$ cat src/trfdg_pkg.sv
`timescale 1ns / 1ps
`default_nettype none
package trfdg_pkg;

	localparam int SLOTS  = 256;
	localparam int IDX_W  = $clog2(SLOTS);
	localparam int PEND_W = $clog2(SLOTS + 1);

	localparam int QDEPTH = 2;
	localparam int QPTR_W = (QDEPTH > 2) ? $clog2(QDEPTH) : 1;
	localparam int QCNT_W = $clog2(QDEPTH + 1);

	localparam logic [2:0] CMD_PUT     = 3'd0;
	localparam logic [2:0] CMD_GET     = 3'd1;
	localparam logic [2:0] CMD_PEND    = 3'd2;
	localparam logic [2:0] CMD_GAP     = 3'd3;
	localparam logic [2:0] CMD_RESTART = 3'd4;

	typedef enum logic [2:0] {
		OP_NONE  = 3'd0,
		OP_WRITE = 3'd1,
		OP_READ  = 3'd2,
		OP_PEND  = 3'd3,
		OP_GAP   = 3'd4
	} op_t;

	typedef struct packed {
		logic [31:0] stamp;
		logic [7:0]  kind;
		logic [31:0] wa;
		logic [31:0] wb;
	} rec_t;

	// pending count rides in rec.stamp; gap: wa count, wb first stamp, stamp span
	typedef struct packed {
		op_t              op;
		logic [IDX_W-1:0] idx;
		rec_t             rec;
	} job_t;

endpackage
`default_nettype wire

$ cat src/trfdg_queue.sv
`timescale 1ns / 1ps
`default_nettype none
module trfdg_queue (
	input  wire logic        clk,
	input  wire logic        arst_n,
	input  wire logic        push,
	input  wire trfdg_pkg::job_t din,
	input  wire logic        pop,
	output logic             full,
	output logic             empty,
	output trfdg_pkg::job_t  dout
);
	import trfdg_pkg::*;

	job_t              slot_q [QDEPTH];
	logic [QPTR_W-1:0] wr_ptr_q, rd_ptr_q;
	logic [QCNT_W-1:0] cnt_q;
	logic              do_push, do_pop;

	assign full    = (cnt_q == QCNT_W'(QDEPTH));
	assign empty   = (cnt_q == '0);
	assign do_push = push && !full;
	assign do_pop  = pop && !empty;
	assign dout    = slot_q[rd_ptr_q];

	always_ff @(posedge clk) begin
		if (do_push)
			slot_q[wr_ptr_q] <= din;
	end

	always_ff @(posedge clk or negedge arst_n) begin
		if (!arst_n) begin
			wr_ptr_q <= '0;
			rd_ptr_q <= '0;
			cnt_q <= '0;
		end else begin
			if (do_push)
				wr_ptr_q <= (wr_ptr_q == QPTR_W'(QDEPTH - 1)) ? '0 : wr_ptr_q + QPTR_W'(1);
			if (do_pop)
				rd_ptr_q <= (rd_ptr_q == QPTR_W'(QDEPTH - 1)) ? '0 : rd_ptr_q + QPTR_W'(1);
			case ({do_push, do_pop})
				2'b10: cnt_q <= cnt_q + QCNT_W'(1);
				2'b01: cnt_q <= cnt_q - QCNT_W'(1);
				default: cnt_q <= cnt_q;
			endcase
		end
	end

endmodule
`default_nettype wire

$ cat config.mk
export PLATFORM = sky130hd
export DESIGN_NAME = trfdg_queue
export DESIGN_NICKNAME = d
export VERILOG_FILES = /design/src/trfdg_pkg.sv /design/src/trfdg_queue.sv
export SDC_FILE = /design/constraint.sdc
export NUM_CORES = 1
export LEC_CHECK = 0
export ABC_AREA = 1
export BUFFER_PORTS_ARGS = -buffer_cell sky130_fd_sc_hd__buf_4
export CAP_MARGIN = 15
export CORE_ASPECT_RATIO = 0.9
export CORE_MARGIN = 2
export CORE_UTILIZATION = 52
export CTS_BUF_LIST = sky130_fd_sc_hd__clkbuf_16
export DETAILED_ROUTE_END_ITERATION = 8
export PLACE_DENSITY = 0.85
export SLEW_MARGIN = 30
export SYNTH_ARGS = -nofsm -noshare
export SYNTH_HDL_FRONTEND = slang
export SYNTH_SLANG_ARGS = --single-unit
$ cat constraint.sdc
create_clock -name clk -period 8.8 [get_ports clk]
set_clock_uncertainty 0.15 [all_clocks]
set_input_delay 0.44 -clock clk [delete_from_list [all_inputs] [get_ports clk]]
set_output_delay 0.44 -clock clk [all_outputs]
set_load 0.05 [all_outputs]
After elaboration in Yosys (flattened, before gate mapping)
Memory sizes are Yosys's and may differ from the RTL's. Index checks and enable logic that the tools add are counted.

Add/subtract/negate cells: 4. Eq/ne operators: 3. Mux-type cells: 5. Reduce and logical (&&, ||, !) cells: 6.

Operators with widths (number): 2-bit equality test (second input constant) (2); 1-bit 2-to-1 mux (4); 2-bit case mux with 2 select lines (1); 1-bit adder (second input constant) (2); 2-bit by 1-bit adder with 2-bit output (second input constant) (1); 2-bit by 1-bit equality test with 1-bit output (second input constant) (1); 1-bit logical AND (2); 1-bit zero test (2); 2-bit zero test (1); 2-bit nonzero test (1); 2-bit by 1-bit subtractor with 2-bit output (second input constant) (1).

Memories: 1. Output and inout bits: 117. Bits in registers: 4. Input port bits: 119. Memory bits (writable): 230.

Memory list: slot_q (depth 2, width 115, read ports 1, clocked after Yosys merged registers in 0, write ports 1, RTL line trfdg_queue.sv:15) `job_t slot_q [QDEPTH];`.

Longest topological paths before layout
Gate-level depths: netlist (run 1).

Depth after elaboration: 5. Depth in mapped cells: 10. Mapped depth without buffers: 10.

Least setup slack after synthesis (run 1)
No wires, ideal clock.

Kind: reg-to-reg. Start: reg cnt_q[1]. End: mem slot_q[1][0] (netlist name), enable pin. Clock period less this slack: 6.118 ns. Data arrival time: 5.377 ns. Path slack: 2.682 ns. Stages on the path, launching flop included: 4. Data required time: 8.059 ns. Cells stage by stage: dfrtp_1 > inv_1 > o21ai_0 > nor2_1.

Longest elaborated chain between the ends: 5.

Ends and longest elaborated chain: start, declared (RTL line trfdg_queue.sv:17) `logic [QCNT_W-1:0] cnt_q;`; start signal, assigned (RTL line trfdg_queue.sv:42) `2'b10: cnt_q <= cnt_q + QCNT_W'(1);`; start signal, assigned (RTL line trfdg_queue.sv:43) `2'b01: cnt_q <= cnt_q - QCNT_W'(1);`; start signal, assigned (RTL line trfdg_queue.sv:44) `default: cnt_q <= cnt_q;`; 2-bit equality test (RTL line trfdg_queue.sv:20) `assign full = (cnt_q == QCNT_W'(QDEPTH));`; 1-bit zero test (RTL line trfdg_queue.sv:22) `assign do_push = push && !full;`; 1-bit logical AND (RTL line trfdg_queue.sv:22); 1-bit 2-to-1 mux (RTL line trfdg_queue.sv:27) `if (do_push)`; 1-bit 2-to-1 mux (implied by the code) (RTL line trfdg_queue.sv:28) `slot_q[wr_ptr_q] <= din;`; end, declared (RTL line trfdg_queue.sv:15).

Every way passes these cells.

==> metrics.log, run 1 <==
[metrics] iteration-0 DRC count of the detailed router: 373
[metrics] most common cell after layout, fill and taps aside: sky130_fd_sc_hd__nand2_1
[metrics] hold_buf cts: approximately 120
[metrics] Max VDD drop: 0.2900 mV
[metrics] area overhead of the layout relative to synthesis: 43.75%
[metrics] Total Routed Length: between 15000 and 20000 microns
[metrics] run status: complete, no violations
[metrics] Rel. slew slack: 42.81%
[metrics] post-synthesis sequential area ratio: 81.42%
[metrics] register cell area after layout: around 7000 sq um
[metrics] wire length of the first global-routing pass: 30780 microns
[metrics] classification of the worst setup path: reg2out
[metrics] delay contributed by the slowest stage of the critical path: between 700 and 800 ps
[metrics] unrepaired setup endpoints after global routing: no
[metrics] post-layout total power: between 4 and 5 mW
[metrics] number of setup buffers added after CTS: 0
[metrics] pin count of the biggest net entering global routing: 117
[metrics] crit path time final: 3207 ps
[metrics] DR vias: 5941
[metrics] Sink Count: 234
[metrics] # fillers: 892
[metrics] fin util: 76.43%
[metrics] Mapped Nets: 753
[metrics] remaining routing DRC violations: 0
[metrics] post-route antenna net violation count: 0
[metrics] flops & latches, synth: 234
[metrics] y dimension of the die: 126.0 microns
[metrics] number of antenna violations at the first check in global routing: 0
[metrics] worst min path class: in2reg
[metrics] grt total ovfl: 0
[metrics] series of cell instances along the critical path: buf_4, nand2_1, nand2_1, buf_4
[metrics] hpwl dp: 10730 microns
[metrics] CTS tree: yes
[metrics] Syn Area/Cell: 13.60 sq um
[metrics] CTS H-Tree Depth: 1
[metrics] Port-buffer cells: 235
[metrics] detail-routed net length per standard cell: between 15 and 20 microns
[metrics] die outline width: 139.6 microns
[metrics] total number of nets in the final design: 1108
[metrics] final setup violation count: 0
[metrics] family of cells with the greatest summed delay on the critical path: buffers and inverters
[metrics] post-layout instance count excluding filler cells: about 1200
[metrics] largest fanout on the critical path: 66
[metrics] share of final-layout standard cells stronger than drive strength 1: 27.45%
[metrics] final number of hold-violating endpoints: 0
[metrics] starting density of the core: 53.17%
[metrics] Yosys Warn Count: 0
[metrics] full die area: 17600 sq um
[metrics] top library cells by usage in the layout, fill and taps aside: sky130_fd_sc_hd__nand2_1 (355), sky130_fd_sc_hd__buf_4 (239), sky130_fd_sc_hd__edfxtp_1 (230)
[metrics] count of different cell masters after synthesis: 14
[metrics] Longest Clk Path Bufs: 3
[metrics] via/cell ratio: approximately 4.9
[metrics] leakage power: 5.298 nW
[metrics] site row count: 44
[metrics] Post-Route Setup TNS: 0 ps
[metrics] later-pin clock latency in the skew report: 490 ps
[metrics] clock root buffer: sky130_fd_sc_hd__clkbuf_16
[metrics] clock-pin transition on the worst setup and hold timing paths: 60 ps
[metrics] Final Wtd Congestion: just under 0.8
[metrics] Worst-Margin Slew: 857.9 ps
[metrics] first-pass iteration count of the detailed router: 5
[metrics] CP startpoint kind: register
[metrics] via count of the first global-routing pass: 6183
[metrics] area of the core: 16190 sq um
[metrics] Worst EP required: 8210 ps
[metrics] cell area after synthesis: between 8000 and 9000 sq um
[metrics] number of buffer and inverter instances along the worst setup path: 2
[metrics] fraction of the cycle the final worst path needs: between 30 and 40%
[metrics] Max Transition Viols Final: 0
[metrics] arrival time at the worst endpoint: 2620 ps
[metrics] number of instances in the synthesized netlist: 633
[metrics] capturing element type of the critical path: output pin
[metrics] Num CTS Buffers: 23
[metrics] cells resized by post-CTS repair: 0
[metrics] Tot GR Track Use: 22.10%
[metrics] max cap viols: 0
[metrics] cell total after placement: 1054
[metrics] power density normalized to cell area: 382.2 nW/um^2
[metrics] crit path max-delay cell type: sky130_fd_sc_hd__dfrtp_4
[metrics] top-level port count: 236
[metrics] area used by multi-input combinational logic: 1395 sq um
[metrics] Highest Clock Rate: 0.3119 GHz
[metrics] final-layout worst hold slack: 47.48 ps
## registers in the layout (all words and copies together), names as in the netlist
register  cells
rd_ptr_q      1
slot_q      230
cnt_q         2
wr_ptr_q      1
## synthesized netlist by cell type (all sizes together)
cell type  count  area, sq um
inv           10        40.04
nor2           2        7.510
o21ai          1        5.000
nand2        355         1333
dfrtp          4        100.1
buf           25        171.4
edfxtp       230         6907
nand3          3        15.01
xnor2          1        8.760
ha             1        12.51
nand4          1        6.260
## stage by stage
| stage | worst slack (ps) | instance area [sq um] |
|---|---|---|
| after floorplan | 2682 | 8606 |
| after global placement | 6020 | 10500 |
| after detailed placement | 5944 | 10500 |
| after CTS | 5710 | 12370 |
| after global routing | 5486 | 12370 |
| final | 5593 | 12370 |
## worst paths after layout
check | slack [ps] | startpoint | cells past startpoint | end
setup / recovery | 5590 | rd_ptr_q$_DFFE_PN0P_ | 4 | dout[79]
hold / removal | 50 | pop | 3 | rd_ptr_q$_DFFE_PN0P_
setup reg to reg | 5950 | cnt_q[1]$_DFFE_PN0P_ | 5 | slot_q[1][61]$_DFFE_PP_
hold reg to reg | 340 | wr_ptr_q$_DFFE_PN0P_ | 2 | wr_ptr_q$_DFFE_PN0P_
max in group asynchronous | 8250 | arst_n | 2 | rd_ptr_q$_DFFE_PN0P_
min in group asynchronous | 130 | arst_n | 2 | wr_ptr_q$_DFFE_PN0P_
## routing by layer
layer	vias up	routed length, microns	global-route usage, %
met5	-	0	0
met4	0	486	6.706
met3	45	1572	5.551
met2	261	10430	39.42
met1	2798	7482	26.79
li1	2837	-	-
## final cells by class
class | count | share of cell area (%)
diodes | 1 | 0.02023
flip-flops and latches | 234 | 56.67
clock inverters | 16 | 1.032
clock buffers | 23 | 4.653
multi-input cells | 364 | 11.28
well taps | 207 | 2.094
inverters | 10 | 0.3641
repair buffers | 355 | 23.89
## power by group
part | internal [mW] | total [mW] | switching [mW]
registers | 1.52 | 1.62 | 0.0980
clock network | 0.532 | 0.917 | 0.384
logic | 0.560 | 2.19 | 1.63
total | 2.62 | 4.73 | 2.11
## logic make-up (layout without fill, tap and decap cells)
group,count (synthesis),after routing,share of synthesized area [%]
simple gates,361,361,15.82
flops,234,234,81.42
buf+inv,35,404,2.457
fa+ha+maj,1,1,0.1454
compound gates,1,1,0.05810
xor+xnor,1,1,0.1018
other cells,0,1,0
## worst register-to-register path, cell delays in order (launching register included)
cell and delay [ps]:
sky130_fd_sc_hd__dfrtp_1 380, sky130_fd_sc_hd__inv_1 110, sky130_fd_sc_hd__o21ai_0 230, sky130_fd_sc_hd__nor2_4 160
sky130_fd_sc_hd__buf_4 570, sky130_fd_sc_hd__buf_4 810
(Power assumes the default switching activity.)
==> inputs of run 2 (changes only) <==
--- a/config.mk
+++ b/config.mk
@@ -10,10 +10,10 @@
 export CAP_MARGIN = 15
 export CORE_ASPECT_RATIO = 0.9
 export CORE_MARGIN = 2
-export CORE_UTILIZATION = 52
+export CORE_UTILIZATION = 47
 export CTS_BUF_LIST = sky130_fd_sc_hd__clkbuf_16
 export DETAILED_ROUTE_END_ITERATION = 8
-export PLACE_DENSITY = 0.85
+export PLACE_DENSITY = 0.82
 export SLEW_MARGIN = 30
 export SYNTH_ARGS = -nofsm -noshare
 export SYNTH_HDL_FRONTEND = slang
==> constraint.sdc (replaced) <==
create_clock -name clk -period 2.7 [get_ports clk]
set_clock_uncertainty 0.15 [all_clocks]
set_input_delay 0.135 -clock clk [delete_from_list [all_inputs] [get_ports clk]]
set_output_delay 0.135 -clock clk [all_outputs]
set_load 0.05 [all_outputs]
==> run 2 against run 1 <==
  * Count of clock-buffer cells in the layout is 2 higher
  * Critical path type unchanged
  * Largest cell class unchanged
  * Register-to-register slack worse by 5300 ps
  * Sequential power grew to 3.2 times the previous value
==> metrics.log, run 2 (synthesis results as in run 1) <==
[metrics] crit path time final: 2293 ps
[metrics] Longest Clk Path Bufs: 3
[metrics] family of cells with the greatest summed delay on the critical path: buffers and inverters
[metrics] Tot GR Track Use: between 20% and 30%
[metrics] Port-buffer cells: 235
[metrics] most utilized layer in the global route result: met2
[metrics] final setup violation count: 0
[metrics] Num CTS Buffers: 24
[metrics] Worst EP required: 2410 ps
[metrics] full die area: 19410 sq um
[metrics] most common cell after layout, fill and taps aside: sky130_fd_sc_hd__nand2_1
[metrics] met2 global-route usage: 37.77%
[metrics] grt total ovfl: 0
[metrics] placed instance area: 10670 sq um
[metrics] later-pin clock latency in the skew report: 500 ps
[metrics] area of the core: 17780 sq um
[metrics] CTS tree: yes
[metrics] series of cell instances along the critical path: inv_4, buf_12, nand2_1, nand2_1, buf_4
[metrics] number of setup buffers added after CTS: 0
[metrics] die outline width: 146.6 microns
[metrics] proportion of power drawn by combinational gates: a little under half
[metrics] post-layout total power: 15.85 mW
[metrics] clock-pin transition on the worst setup and hold timing paths: 60 ps
[metrics] # fillers: 1058
[metrics] pre-CTS setup slack: 918.5 ps
[metrics] GRT met1 Usage: 26.86%
[metrics] Max VDD drop: about 0.94 mV
[metrics] pin count of the biggest net entering global routing: between 100 and 150
[metrics] final number of hold-violating endpoints: 0
[metrics] remaining routing DRC violations: 0
[metrics] classification of the worst setup path: reg2out
[metrics] reg2reg setup slack: 690 ps
[metrics] post-route antenna net violation count: 0
[metrics] largest fanout on the critical path: 49
[metrics] fraction of the cycle the final worst path needs: a little over four fifths
[metrics] Power Internal: a little under 9 mW
[metrics] y dimension of the die: 132.4 microns
[metrics] hpwl dp: 11490 microns
[metrics] run status: complete, no violations
[metrics] Rel. slew slack: 60.22%
[metrics] iteration-0 DRC count of the detailed router: 389
[metrics] top library cells by usage in the layout, fill and taps aside: sky130_fd_sc_hd__nand2_1 (355), sky130_fd_sc_hd__buf_4 (235), sky130_fd_sc_hd__edfxtp_1 (230)
[metrics] power spent charging and discharging nets: 7.072 mW
[metrics] max cap viols: 0
[metrics] Final Wtd Congestion: roughly 0.8
[metrics] Worst-Margin Slew: 590.4 ps
[metrics] arrival time at the worst endpoint: 2010 ps
[metrics] area overhead of the layout relative to synthesis: 46.70%
[metrics] post-route cell area: approximately 13000 sq um
[metrics] DR vias: 6136
[metrics] switching power share of the total: 44.62%
[metrics] wire length of the first global-routing pass: approximately 32000 microns
[metrics] share of total power in the clock network: 19.8%
[metrics] most frequent cell on the critical path: sky130_fd_sc_hd__nand2_1
[metrics] final-layout worst hold slack: 210.0 ps
[metrics] area used by multi-input combinational logic: ~1400 sq um
[metrics] clock root buffer: sky130_fd_sc_hd__clkbuf_16
[metrics] leakage power: 5.396 nW
[metrics] site row count: 46
[metrics] via/cell ratio: 4.893
[metrics] Final Worst Setup Slack: 406.5 ps
[metrics] register share of total power: 32.7%
[metrics] first-pass iteration count of the detailed router: 5
[metrics] number of antenna violations at the first check in global routing: 1
[metrics] number of buffer and inverter instances along the worst setup path: 3
[metrics] via count of the first global-routing pass: around 6200
[metrics] Max Transition Viols Final: 0
[metrics] top flop regs: slot_q: 230 flops, cnt_q: 2 flops
[metrics] register cell area after layout: 7010 sq um
[metrics] worst min path class: in2reg
[metrics] CP startpoint kind: register
[metrics] detail-routed net length per standard cell: between 15 and 20 microns
[metrics] unrepaired setup endpoints after global routing: no
[metrics] total number of nets in the final design: 1115
[metrics] cells resized by post-CTS repair: 0
[metrics] Sink Count: 234
[metrics] power density normalized to cell area: 1255 nW/um^2
[metrics] fin util: 70.99%
[metrics] hold_buf cts: approximately 120
[metrics] register bank with the most flops: slot_q
[metrics] Total Routed Length: 21350 microns
[metrics] share of final-layout standard cells stronger than drive strength 1: 28.23%
[metrics] Highest Clock Rate: 0.4360 GHz
[metrics] top-level port count: about 240
[metrics] CTS H-Tree Depth: 1
[metrics] capturing element type of the critical path: output pin
[metrics] crit path max-delay cell type: sky130_fd_sc_hd__dfrtp_4
[metrics] M3 GR Usage: 4.879%
[metrics] number of flip-flops in the largest register: 230
[metrics] starting density of the core: 48.39%
[metrics] delay contributed by the slowest stage of the critical path: 500 ps
==> run 2: cell types whose count changed in the layout (fill, tap and decap cells not counted), moves of 2 or more <==
cell                            before  now
sky130_fd_sc_hd__buf_12              0    7
sky130_fd_sc_hd__buf_4             239  235
sky130_fd_sc_hd__clkinv_2            5    9
sky130_fd_sc_hd__clkinv_1            5    2
sky130_fd_sc_hd__dlygate4sd3_1     116  119
sky130_fd_sc_hd__clkbuf_16          23   25
sky130_fd_sc_hd__inv_1              10   12
==> run 2: final timing paths <==
kind	startpoint	to	depth (start not counted)
min in group asynchronous	arst_n	cnt_q[1]$_DFFE_PN0P_	3
max in group asynchronous	arst_n	rd_ptr_q$_DFFE_PN0P_	3
max reg2reg	cnt_q[0]$_DFFE_PN0P_	cnt_q[1]$_DFFE_PN0P_	6
min	din[71]	slot_q[0][71]$_DFFE_PP_	2
min reg2reg	wr_ptr_q$_DFFE_PN0P_	wr_ptr_q$_DFFE_PN0P_	2
max	rd_ptr_q$_DFFE_PN0P_	dout[26]	5
==> run 2: power by group through the flow <==
stage | Sequential, mW | Combinational [mW] | Clock (mW)
after floorplan | 5.21 | 5.07 | 0
after global placement | 5.19 | 7.21 | 0
after detailed placement | 5.22 | 7.29 | 0
after CTS | 5.15 | 7.45 | 3.20
after global routing | 5.23 | 7.91 | 3.35
final | 5.18 | 7.53 | 3.15
==> run 2: final cells by class <==
| type | count | share of cell area [%] |
|---|---|---|
| diodes | 1 | 0.01982 |
| clock buffers | 25 | 4.955 |
| clock inverters | 19 | 1.100 |
| inverters | 10 | 0.3469 |
| multi-input cells | 364 | 11.15 |
| flip-flops and latches | 234 | 55.53 |
| well taps | 240 | 2.379 |
| repair buffers | 361 | 24.52 |
==> run 2: per-stage QoR <==
stage / TNS (ps) / std cells
2_1_floorplan: -81890 / 633
3_3_place_gp: 0 / 1090
3_5_place_dp: 0 / 1090
4_1_cts: 0 / 1253
5_1_grt: 0 / 1254
6_report: 0 / 1254
==> run 2: layer usage <==
| metal | up-vias | routed length [microns] |
|---|---|---|
| li1 | 2865 | - |
| met1 | 2863 | 7912 |
| met2 | 364 | 10890 |
| met3 | 44 | 2056 |
| met4 | 0 | 488 |
| met5 | - | 0 |
